`src/hdl/sbqz_pkg.sv`:
```
// shared constants and types for the segmented biquad with zero-initial-condition segments
// no dependencies; imported by sbqz_fb and segmented_biquad_zero_init
`default_nettype none

package sbqz_pkg;

    // segment length in samples, legal range 3 .. 64
    localparam int SEG_LEN   = 8;
    localparam int SEG_POS_W = $clog2(SEG_LEN);

    // field widths
    localparam int X_W    = 16;             // input sample
    localparam int COEF_W = 16;             // Q2.14 coefficient
    localparam int Y_W    = 24;             // saturated output
    localparam int FRAC_W = 14;             // coefficient fraction bits
    localparam int V_W    = X_W + 4;        // feed-forward sum
    localparam int PFF_W  = X_W + COEF_W;   // feed-forward product
    localparam int PFB_W  = Y_W + COEF_W;   // feedback product
    localparam int WIDE_W = PFB_W - FRAC_W + 2;

    // configuration register indexes
    localparam int CFG_IDX_W = 2;
    localparam logic [CFG_IDX_W-1:0] REG_B1 = 2'd0;
    localparam logic [CFG_IDX_W-1:0] REG_B2 = 2'd1;
    localparam logic [CFG_IDX_W-1:0] REG_A1 = 2'd2;
    localparam logic [CFG_IDX_W-1:0] REG_A2 = 2'd3;

    // saturation bounds
    localparam logic signed [WIDE_W-1:0] Y_MAX = WIDE_W'(signed'((1 << (Y_W - 1)) - 1));
    localparam logic signed [WIDE_W-1:0] Y_MIN = WIDE_W'(signed'(-(1 << (Y_W - 1))));

    // feed-forward stage result handed to the recursion
    typedef struct packed {
        logic signed [V_W-1:0] v;
        logic                  first;
        logic                  last;
    } t_s1;

endpackage

`default_nettype wire

```
`src/hdl/sbqz_fb.sv`:
```
// second-order recursion with per-segment restart and 24-bit saturation
// depends on sbqz_pkg (widths, bounds, t_s1)
`default_nettype none

module sbqz_fb
    import sbqz_pkg::*;
(
    input  wire logic                     i_clk,
    input  wire logic                     i_rst_n,
    input  wire logic                     i_en,       // stage advances this cycle
    input  wire t_s1                      i_s1,
    input  wire logic signed [COEF_W-1:0] i_a1,
    input  wire logic signed [COEF_W-1:0] i_a2,
    output logic signed [Y_W-1:0]         o_w
);

    logic signed [Y_W-1:0]    r_w1, r_w2;
    logic signed [Y_W-1:0]    w1_eff, w2_eff;
    logic signed [PFB_W-1:0]  prod1, prod2;
    logic signed [WIDE_W-1:0] wide;

    // output history counts as zero at segment start
    assign w1_eff = i_s1.first ? '0 : r_w1;
    assign w2_eff = i_s1.first ? '0 : r_w2;

    assign prod1 = i_a1 * w1_eff;
    assign prod2 = i_a2 * w2_eff;

    // floor shift by the fraction width is a plain bit slice, sign-extended
    assign wide = WIDE_W'(i_s1.v)
                + WIDE_W'($signed(prod1[PFB_W-1:FRAC_W]))
                + WIDE_W'($signed(prod2[PFB_W-1:FRAC_W]));

    always_comb begin
        priority if (wide > Y_MAX) begin
            o_w = Y_MAX[Y_W-1:0];
        end else if (wide < Y_MIN) begin
            o_w = Y_MIN[Y_W-1:0];
        end else begin
            o_w = wide[Y_W-1:0];
        end
    end

    always_ff @(posedge i_clk) begin
        if (!i_rst_n) begin
            r_w1 <= '0;
            r_w2 <= '0;
        end else if (i_en) begin
            r_w1 <= o_w;
            r_w2 <= w1_eff;
        end
    end

    a_restart_clears_w2: assert property (@(posedge i_clk) disable iff (!i_rst_n)
        (i_en && i_s1.first) |=> (r_w2 == '0))
        else $error("w2 not cleared at segment start");

    a_history_shifts: assert property (@(posedge i_clk) disable iff (!i_rst_n)
        (i_en && !i_s1.first) |=> (r_w2 == $past(r_w1)))
        else $error("output history did not shift");

    a_w1_is_result: assert property (@(posedge i_clk) disable iff (!i_rst_n)
        i_en |=> (r_w1 == $past(o_w)))
        else $error("w1 does not hold last result");

endmodule

`default_nettype wire

```
`src/hdl/segmented_biquad_zero_init.sv`:
```
// top level: segmented second-order recursive filter, zero-initial-condition part
// depends on sbqz_pkg and sbqz_fb
`default_nettype none

// Streams one 16-bit sample per word in, one 24-bit saturated result per word out,
// in order. Each sample passes the feed-forward section v = x + b1*x1 + b2*x2 (input
// history runs on across segments), then the recursion w = v + a1*w1 + a2*w2 whose
// output history is taken as zero at the first sample of every segment of SEG_LEN
// samples. Products of Q2.14 coefficients are floor-shifted by 14 bits. tlast marks
// the last sample of each segment. Throughput is one sample per clock unless the output stalls; a word
// passes the feed-forward register, then the output register. The clock period is set by
// the feedback path in sbqz_fb: two 16x24 multiplies, a three-way add and the saturation,
// closed through the w1/w2 history. Coefficients must be written through the plain
// write port only while the stream is idle; the block does not enforce this. All
// coefficients reset to zero, which makes the block a pass-through.
module segmented_biquad_zero_init
    import sbqz_pkg::*;
(
    input  wire logic                  i_clk,
    input  wire logic                  i_rst_n,
    // configuration write port
    input  wire logic                  i_cfg_wr_en,
    input  wire logic [CFG_IDX_W-1:0]  i_cfg_idx,
    input  wire logic [COEF_W-1:0]     i_cfg_wr_data,
    // input stream
    input  wire logic                  i_s_tvalid,
    output logic                       o_s_tready,
    input  wire logic [15:0]           i_s_tdata,   // [15:0] sample_in
    // output stream
    output logic                       o_m_tvalid,
    input  wire logic                  i_m_tready,
    output logic [23:0]                o_m_tdata,   // [23:0] filtered_out
    output logic                       o_m_tlast    // segment_end
);

    // coefficient registers
    logic signed [COEF_W-1:0] r_b1, r_b2, r_a1, r_a2;

    // input history and segment counter
    logic signed [X_W-1:0]    r_x1, r_x2;
    logic [SEG_POS_W-1:0]     r_seg_pos, n_seg_pos;

    // feed-forward stage register
    logic                     r_s1_valid;
    t_s1                      r_s1, n_s1;

    // output register
    logic                     r_m_valid;
    logic signed [Y_W-1:0]    r_m_data;
    logic                     r_m_last;

    logic                     s_accept;
    logic                     out_adv;     // output register may load
    logic                     s1_adv;      // stage 1 word moves to output
    logic signed [X_W-1:0]    x_in;
    logic signed [PFF_W-1:0]  prod_b1, prod_b2;
    logic signed [Y_W-1:0]    w_res;
    logic                     is_last;

    // ---------------- configuration ----------------
    always_ff @(posedge i_clk) begin
        if (!i_rst_n) begin
            r_b1 <= '0;
            r_b2 <= '0;
            r_a1 <= '0;
            r_a2 <= '0;
        end else if (i_cfg_wr_en) begin
            unique case (i_cfg_idx)
                REG_B1:  r_b1 <= i_cfg_wr_data;
                REG_B2:  r_b2 <= i_cfg_wr_data;
                REG_A1:  r_a1 <= i_cfg_wr_data;
                REG_A2:  r_a2 <= i_cfg_wr_data;
                default: ;
            endcase
        end
    end

    // ---------------- handshake ----------------
    // output register frees when empty or being taken; stage 1 frees when empty
    // or moving forward, so input stalls only while both registers hold words
    // and the output word is not taken
    assign out_adv    = !r_m_valid || i_m_tready;
    assign s1_adv     = r_s1_valid && out_adv;
    assign o_s_tready = !r_s1_valid || out_adv;
    assign s_accept   = i_s_tvalid && o_s_tready;

    // ---------------- feed-forward stage ----------------
    assign x_in    = i_s_tdata[X_W-1:0];
    assign prod_b1 = r_b1 * r_x1;
    assign prod_b2 = r_b2 * r_x2;
    assign is_last = (r_seg_pos >= SEG_POS_W'(SEG_LEN - 1));

    always_comb begin
        n_s1.v     = V_W'(x_in)
                   + V_W'($signed(prod_b1[PFF_W-1:FRAC_W]))
                   + V_W'($signed(prod_b2[PFF_W-1:FRAC_W]));
        n_s1.first = (r_seg_pos == '0);
        n_s1.last  = is_last;
        n_seg_pos  = is_last ? '0 : r_seg_pos + 1'b1;
    end

    always_ff @(posedge i_clk) begin
        if (!i_rst_n) begin
            r_x1       <= '0;
            r_x2       <= '0;
            r_seg_pos  <= '0;
            r_s1_valid <= 1'b0;
        end else begin
            if (s_accept) begin
                r_x1      <= x_in;
                r_x2      <= r_x1;
                r_seg_pos <= n_seg_pos;
            end
            if (o_s_tready) begin
                r_s1_valid <= i_s_tvalid;
            end
        end
    end

    always_ff @(posedge i_clk) begin
        if (s_accept) begin
            r_s1 <= n_s1;
        end
    end

    // ---------------- recursion ----------------
    sbqz_fb u_fb (
        .i_clk   (i_clk),
        .i_rst_n (i_rst_n),
        .i_en    (s1_adv),
        .i_s1    (r_s1),
        .i_a1    (r_a1),
        .i_a2    (r_a2),
        .o_w     (w_res)
    );

    // ---------------- output register ----------------
    always_ff @(posedge i_clk) begin
        if (!i_rst_n) begin
            r_m_valid <= 1'b0;
        end else if (out_adv) begin
            r_m_valid <= r_s1_valid;
        end
    end

    always_ff @(posedge i_clk) begin
        if (s1_adv) begin
            r_m_data <= w_res;
            r_m_last <= r_s1.last;
        end
    end

    assign o_m_tvalid = r_m_valid;
    assign o_m_tdata  = r_m_data;
    assign o_m_tlast  = r_m_last;

    // ---------------- checks ----------------
    a_pos_in_range: assert property (@(posedge i_clk) disable iff (!i_rst_n)
        r_seg_pos <= SEG_POS_W'(SEG_LEN - 1))
        else $error("segment position out of range");

    a_last_wraps: assert property (@(posedge i_clk) disable iff (!i_rst_n)
        (r_s1_valid && r_s1.last) |-> (r_seg_pos == '0))
        else $error("counter did not wrap after last sample");

    a_mid_no_wrap: assert property (@(posedge i_clk) disable iff (!i_rst_n)
        (r_s1_valid && !r_s1.last) |-> (r_seg_pos != '0))
        else $error("counter wrapped inside a segment");

    a_empty_ready: assert property (@(posedge i_clk) disable iff (!i_rst_n)
        !r_s1_valid |-> o_s_tready)
        else $error("input stalled with empty stage");

endmodule

`default_nettype wire
```
`config.mk`:
```
export PLATFORM = sky130hd
export DESIGN_NAME = segmented_biquad_zero_init
export DESIGN_NICKNAME = d
export VERILOG_FILES = /design/src/hdl/sbqz_pkg.sv /design/src/hdl/sbqz_fb.sv /design/src/hdl/segmented_biquad_zero_init.sv
export SDC_FILE = /design/constraint.sdc
export NUM_CORES = 2
export LEC_CHECK = 0
export ABC_AREA = 0
export BUFFER_PORTS_ARGS = -buffer_cell sky130_fd_sc_hd__buf_4
export CAP_MARGIN = 20
export CORE_MARGIN = 4
export CORE_UTILIZATION = 34
export DETAILED_ROUTE_END_ITERATION = 10
export GPL_TIMING_DRIVEN = 0
export PLACE_DENSITY = 0.5
export SYNTH_ARGS = -nofsm -noshare
export SYNTH_HDL_FRONTEND = slang
export SYNTH_SLANG_ARGS = --single-unit
```
`constraint.sdc`:
```
create_clock -name i_clk -period 17.5 [get_ports i_clk]
set_clock_uncertainty 0.05 [all_clocks]
set_input_delay 5.25 -clock i_clk [delete_from_list [all_inputs] [get_ports i_clk]]
set_output_delay 5.25 -clock i_clk [all_outputs]
set_load 0.005 [all_outputs]
```
## Yosys cells after proc, flatten, opt, wreduce, memory -nomap -nowiden

Index checks and enable logic that the tools add are counted.

- Flip-flop bits (word level): 196
- Input bits: 39
- Output and inout bits: 27

- Add/sub/neg operators: 5
- Multipliers: 4
- Magnitude comparators: 3
- Equality and inequality tests: 3
- Muxes and demuxes: 5
- Reductions and logical operators: 12

Operator list:

| kind | number |
|---|---|
| 24-bit two-way mux | 4 |
| 16-bit by 24-bit multiplier with 40-bit output | 2 |
| 16-bit by 16-bit multiplier with 32-bit output | 2 |
| 27-bit by 26-bit adder with 28-bit output | 1 |
| 28-bit by 24-bit > comparator with 1-bit output, second input constant | 1 |
| 28-bit by 24-bit < comparator with 1-bit output, second input constant | 1 |
| 20-bit by 26-bit adder with 27-bit output | 1 |
| 19-bit by 18-bit adder with 20-bit output | 1 |
| 16-bit by 18-bit adder with 19-bit output | 1 |
| 2-bit AND reduction | 4 |
| 2-bit == test, second input constant | 2 |
| 3-bit by 1-bit adder with 3-bit output, second input constant | 1 |
| 3-bit greater-or-equal comparator, second input constant | 1 |
| 3-bit zero test | 1 |
| 3-bit two-way mux | 1 |
| 2-bit by 1-bit == test with 1-bit output, second input constant | 1 |
| 1-bit logical AND | 2 |
| 1-bit zero test | 2 |
| 2-bit zero test | 1 |
| 1-bit logical OR | 2 |

## Logic depth before layout (Yosys ltp)

- Depth after elaboration: 7
- Mapped depth: 43
- Gate-level depth less buffers: 37

## By module

Synthesis repeated with hierarchy kept, for this count alone.

- Cells, all modules: 6279
- Area total of the unflattened synthesis: 56370.3 µm²

Modules (own cells, without submodules):

| module | times used | cells each | area an instance (µm²) |
|---|---|---|---|
| sbqz_fb | 1 | 3544 | 31004.7 |
| segmented_biquad_zero_init | 1 | 2735 | 25365.6 |

## Worst setup path before layout

OpenSTA, ideal clock, no wires.

- Path type: input to output
- From: input i_m_tready
- To: output o_s_tready
- Arrival: 5.528 ns
- Required time: 12.200 ns
- Slack: 6.672 ns
- Stages: 2
- Path buffers: 0
- Cell sequence: nor2b_1 -> nand2_1

- Word-level cells in the longest chain between the ends: 2

RTL lines:

| item | RTL line | RTL |
|---|---|---|
| start: declaration | segmented_biquad_zero_init.sv:31 | `input wire logic i_m_tready,` |
| 1-bit logical OR | segmented_biquad_zero_init.sv:82 | `assign out_adv = !r_m_valid \|\| i_m_tready;` |
| 1-bit logical OR | segmented_biquad_zero_init.sv:84 | `assign o_s_tready = !r_s1_valid \|\| out_adv;` |
| end: declaration | segmented_biquad_zero_init.sv:27 | `output logic o_s_tready,` |

Every way passes these cells.

## Final worst setup path

- From: register r_s1[1] (netlist bit)
- To: register r_m_data[8], in the netlist o_m_tdata[8], data pin

- Word-level cells in the longest chain between the ends: 7
- Elaborated cells between the ends (all ways): 10
- Classes of those cells: 2 x add/sub; 2 x mul; 2 x order compare; 4 x mux

RTL lines:

| item | RTL line | RTL |
|---|---|---|
| start: declaration | segmented_biquad_zero_init.sv:45 | `t_s1 r_s1, n_s1;` |
| start signal: assignment | segmented_biquad_zero_init.sv:122 | `r_s1 <= n_s1;` |
| 24-bit two-way mux | sbqz_fb.sv:23 | `assign w1_eff = i_s1.first ? '0 : r_w1;` |
| 16-bit by 24-bit multiplier with 40-bit output | sbqz_fb.sv:26 | `assign prod1 = i_a1 * w1_eff;` |
| 20-bit by 26-bit adder with 27-bit output | sbqz_fb.sv:31 | `+ WIDE_W'($signed(prod1[PFB_W-1:FRAC_W]))` |
| 27-bit by 26-bit adder with 28-bit output (*) | sbqz_fb.sv:32 | `+ WIDE_W'($signed(prod2[PFB_W-1:FRAC_W]));` |
| 28-bit by 24-bit < comparator with 1-bit output | sbqz_fb.sv:37 | `end else if (wide < Y_MIN) begin` |
| 24-bit two-way mux | sbqz_fb.sv:37 |  |
| 24-bit two-way mux (*) | sbqz_fb.sv:35 | `priority if (wide > Y_MAX) begin` |
| net u_fb.o_w[8] | sbqz_fb.sv:14 | `output logic signed [Y_W-1:0] o_w` |
| end signal: assignment | segmented_biquad_zero_init.sv:148 | `r_m_data <= w_res;` |
| end: declaration | segmented_biquad_zero_init.sv:49 | `logic signed [Y_W-1:0] r_m_data;` |

The timed path passes the listed nets; every way through them passes the cells marked *.
A chain may end at the register's enable or synchronous reset.

==> impl.org <==
** Drt
- Dividing the detail-routed via count by the number of cells gives 4.804.
- Final WL :: 172800 µm
- For this block, the initial DRC count from the detailed router was 2275.
- Remaining DRCs :: 0
- The count of nets left with antenna violations once routing finished came out at 0.
- After detailed routing, the average wire length per cell comes to 20.27 µm.
- Across all layers, the routed design uses 40970 vias.
- Count of TritonRoute iterations in the first routing pass :: 5

** Synthesis
- Syn Nets :: 7989
- In this run the cell area of the synthesized design comes to 56110 µm².
- Averaged over all synthesized cells, the footprint is 8.990 µm².
- Cell count after synthesis :: 6241
- Post-synthesis register bit count :: 196
- Cell type with the largest total area after synthesis :: sky130_fd_sc_hd__fa_1
- Summing the sequential cell areas from Yosys gives 7.832% of the chip area.
- Synthesis instantiated 78 different standard cells from the library.
- Leading register cell type out of synthesis :: sky130_fd_sc_hd__dfxtp_1
- Of the post-synthesis cell area, the dominant cell type holds 46.88%.
- Counting flops with an async set or reset pin after synthesis yields a share of 0%.
- For this run, the number of Yosys warnings is 0.
- Cells taking the most area after synthesis :: sky130_fd_sc_hd__fa_1, sky130_fd_sc_hd__inv_1, sky130_fd_sc_hd__ha_1
- Yosys mapped a number of flops with a built-in enable equal to 47.

** Place
- The number of placed instances, taps included, is 8491.
- Port Buf Inserts :: 63
- RD Place Congestion :: 0.9112
- Total half-perimeter wirelength after legalization and detailed placement :: 147500 µm

** STA
- Final hold violation count :: 0
- Derived from the worst setup path, the maximum achievable clock frequency is 72.24 MHz.
- Setup repair after global routing left no endpoint under its margin.
- Relative max-transition margin :: 21.11%
- Setup violations, final :: 0
- TNS Setup :: 0 ps
- The number of max-slew violations in the final report came to 0.
- Period minus WS final :: 13840 ps
- At the pin with the least slew margin, the transition time is 1181 ps.
- Share of the clock period used by the worst path :: 79.11%

** Final layout
- Relative to the synthesized area, the layout overhead comes to 6.960%.
- Post-layout nets :: 8083
- The finished layout holds 8527 standard cells, fillers aside.
- Share of final-layout standard cells stronger than drive strength 1 :: 2.442%
- The filler cells instantiated in the layout total 17000.
- The top cell types in the final layout, fill and taps aside, are sky130_fd_sc_hd__inv_1, sky130_fd_sc_hd__fa_1, sky130_fd_sc_hd__nand2_1, sky130_fd_sc_hd__and2_1, sky130_fd_sc_hd__ha_1.
- Register cell area after layout :: 4394 µm²
- Summing all multi-input logic gate instances after layout gives 44950 µm².
- Most frequent standard cell in the layout excluding fill and tap cells :: sky130_fd_sc_hd__inv_1

** Job
- The tool flagged a number of max-cap violations equal to 0.

** Setup path
- Data on the critical path is required at its endpoint by 17650 ps.
- The worst setup path is captured at a register.
- STA puts the critical path data arrival time at 14000 ps.
- Dominant cell type by count on the critical path :: sky130_fd_sc_hd__fa_1
- Kind of start point of the critical path :: register
- By startpoint and endpoint, the worst setup path is classified as register to register.
- In this design, the stage delay of the slowest critical-path cell is 920 ps.
- Critical path fanouts, max :: 10
- CP max-delay cell :: sky130_fd_sc_hd__o41ai_1

** Clock tree
- Number of clock buffers inserted by TritonCTS :: 17
- Gates resized during post-CTS repair numbered 0.
- Number of buffers inserted by post-CTS setup repair :: 0
- Maximum number of buffers from clock root to sink :: 2
- Clock-pin slew was measured on the worst setup and hold paths at 80 ps.
- The clock net in this run drives a total of 196 sinks.
- The H-tree was split into 4 levels.
- Clk root buf :: sky130_fd_sc_hd__clkbuf_16
- Hold buffer count at cts :: 0
- CTS tree :: built
- The clock reaches the later pin of the worst-skew pair after 510 ps.

** Global route
- Largest net degree at the start of global routing :: 35
- For this run, the total global-route usage over all layers was measured as 20.69%.
- The number of antenna violations at the first check in global routing came to 17.
- The first global-routing pass estimated 270800 µm of wire.
- Aggregate global routing overflow :: 0
- Number of global-route vias before repair :: 44020

** Pwr
- Max IR drop VDD :: 0.07583 mV
- Lkg Pwr :: 0.02770 µW
- Power spread over the standard cell area amounts to 38.79 nW/µm².

** Floorplanning
- Pin placement for this block handled 66 I/O pins.
- Die span in x :: 414.2 µm
- The initial utilization of the core area, before any placement, comes to 34.35%.
- Row Count :: 148
- The die covers 171600 µm².
- Die span in y :: 414.2 µm
- The floorplan step defined a core boundary enclosing 163300 µm².

** Worst hold path
- Min-Delay Path Class :: register to register

** Run status
- Result of the run :: completed
## logic make-up (layout without fill, tap and decap cells)
group           count (synthesis)  count (layout)  synth area share (%)
compound gates                512             512                 6.215
xor+xnor                      141             141                 2.201
fa+ha+maj                    1709            1709                 55.69
buf+inv                      1781            1888                 12.06
flops                         196             196                 7.832
mux                             2               2               0.03568
other cells                     0               4                     0
simple gates                 1900            1900                 15.96
## power by group
| group | total (µW) | internal, µW | switching, µW |
|---|---|---|---|
| clock network | 417 | 196 | 222 |
| logic | 1290 | 441 | 845 |
| registers | 625 | 562 | 63.1 |
| total | 2330 | 1200 | 1130 |
## final cells by class
type | count | share of cell area (%)
timing repair buffer | 75 | 0.9570
inverter | 1507 | 9.426
clock buffer | 18 | 0.7318
sequential | 196 | 7.322
clock inverter | 14 | 0.2585
multi-input combinational | 4264 | 74.90
buffer | 274 | 1.858
antenna | 4 | 0.01668
tap | 2175 | 4.535
## metrics by stage
step	setup WS, ps	instance area (µm²)	total power, µW	hold slack [ps]	util [%]
floorplan	6672	56110	1399	350.3	-
global placement	3393	59300	1898	355.9	36.31
detailed placement	3892	59410	1910	366.7	36.37
CTS	3790	60000	2335	378.1	36.74
global route	3219	60000	2481	393.2	36.74
finish	3656	60010	2328	380.6	36.74
## Yosys cell counts (all sizes together) (47+ instances only)
library cell and number:
inv 1505, fa 1314, nand2 1053, and2 482, ha 395, clkbuf 264, dfxtp 149, a21boi 126
xnor2 109, nor2 104, a21oi 101, o21ai 101, nor2b 63, nand2b 55, edfxtp 47
## worst paths after layout
check,startpoint,endpoint,slack [ps],cells after the start
setup / recovery,r_s1[1],o_m_tdata[8],3660,35
hold / removal,r_s1[0],o_m_tlast,380,0
setup reg to reg,r_s1[1],o_m_tdata[8],3660,35
hold reg to reg,r_s1[0],o_m_tlast,380,0
## state kept, by name, indices dropped and copies added (netlist names)
signal      count
r_b2           16
r_a1           16
u_fb.r_w1      24
r_b1           16
r_x2           16
o_m_tdata      24
r_s1_valid      1
o_m_tvalid      1
u_fb.r_w2      24
o_m_tlast       1
r_a2           16
r_s1           22
r_seg_pos       3
r_x1           16
## worst max-delay path, delay by kind of cell, from the launching register on
family / cells / cell delay [ps]
AOI/OAI and AO/OA: 13 / 4730
adders and majority gates: 9 / 4210
buffers and inverters: 8 / 2100
and+or+nand+nor: 4 / 1280
DFF: 1 / 590
xor gates and xnor gates: 1 / 570
## metal layers
| metal | GRT usage [%] | part of all wire (%) |
|---|---|---|
| met1 | 28.34 | 43 |
| met5 | 0 | 0.016 |
| met4 | 5.820 | 3.2 |
| met2 | 34.50 | 48 |
| met3 | 2.605 | 5.5 |
No activity file was read; power rests on OpenSTA's default activity.
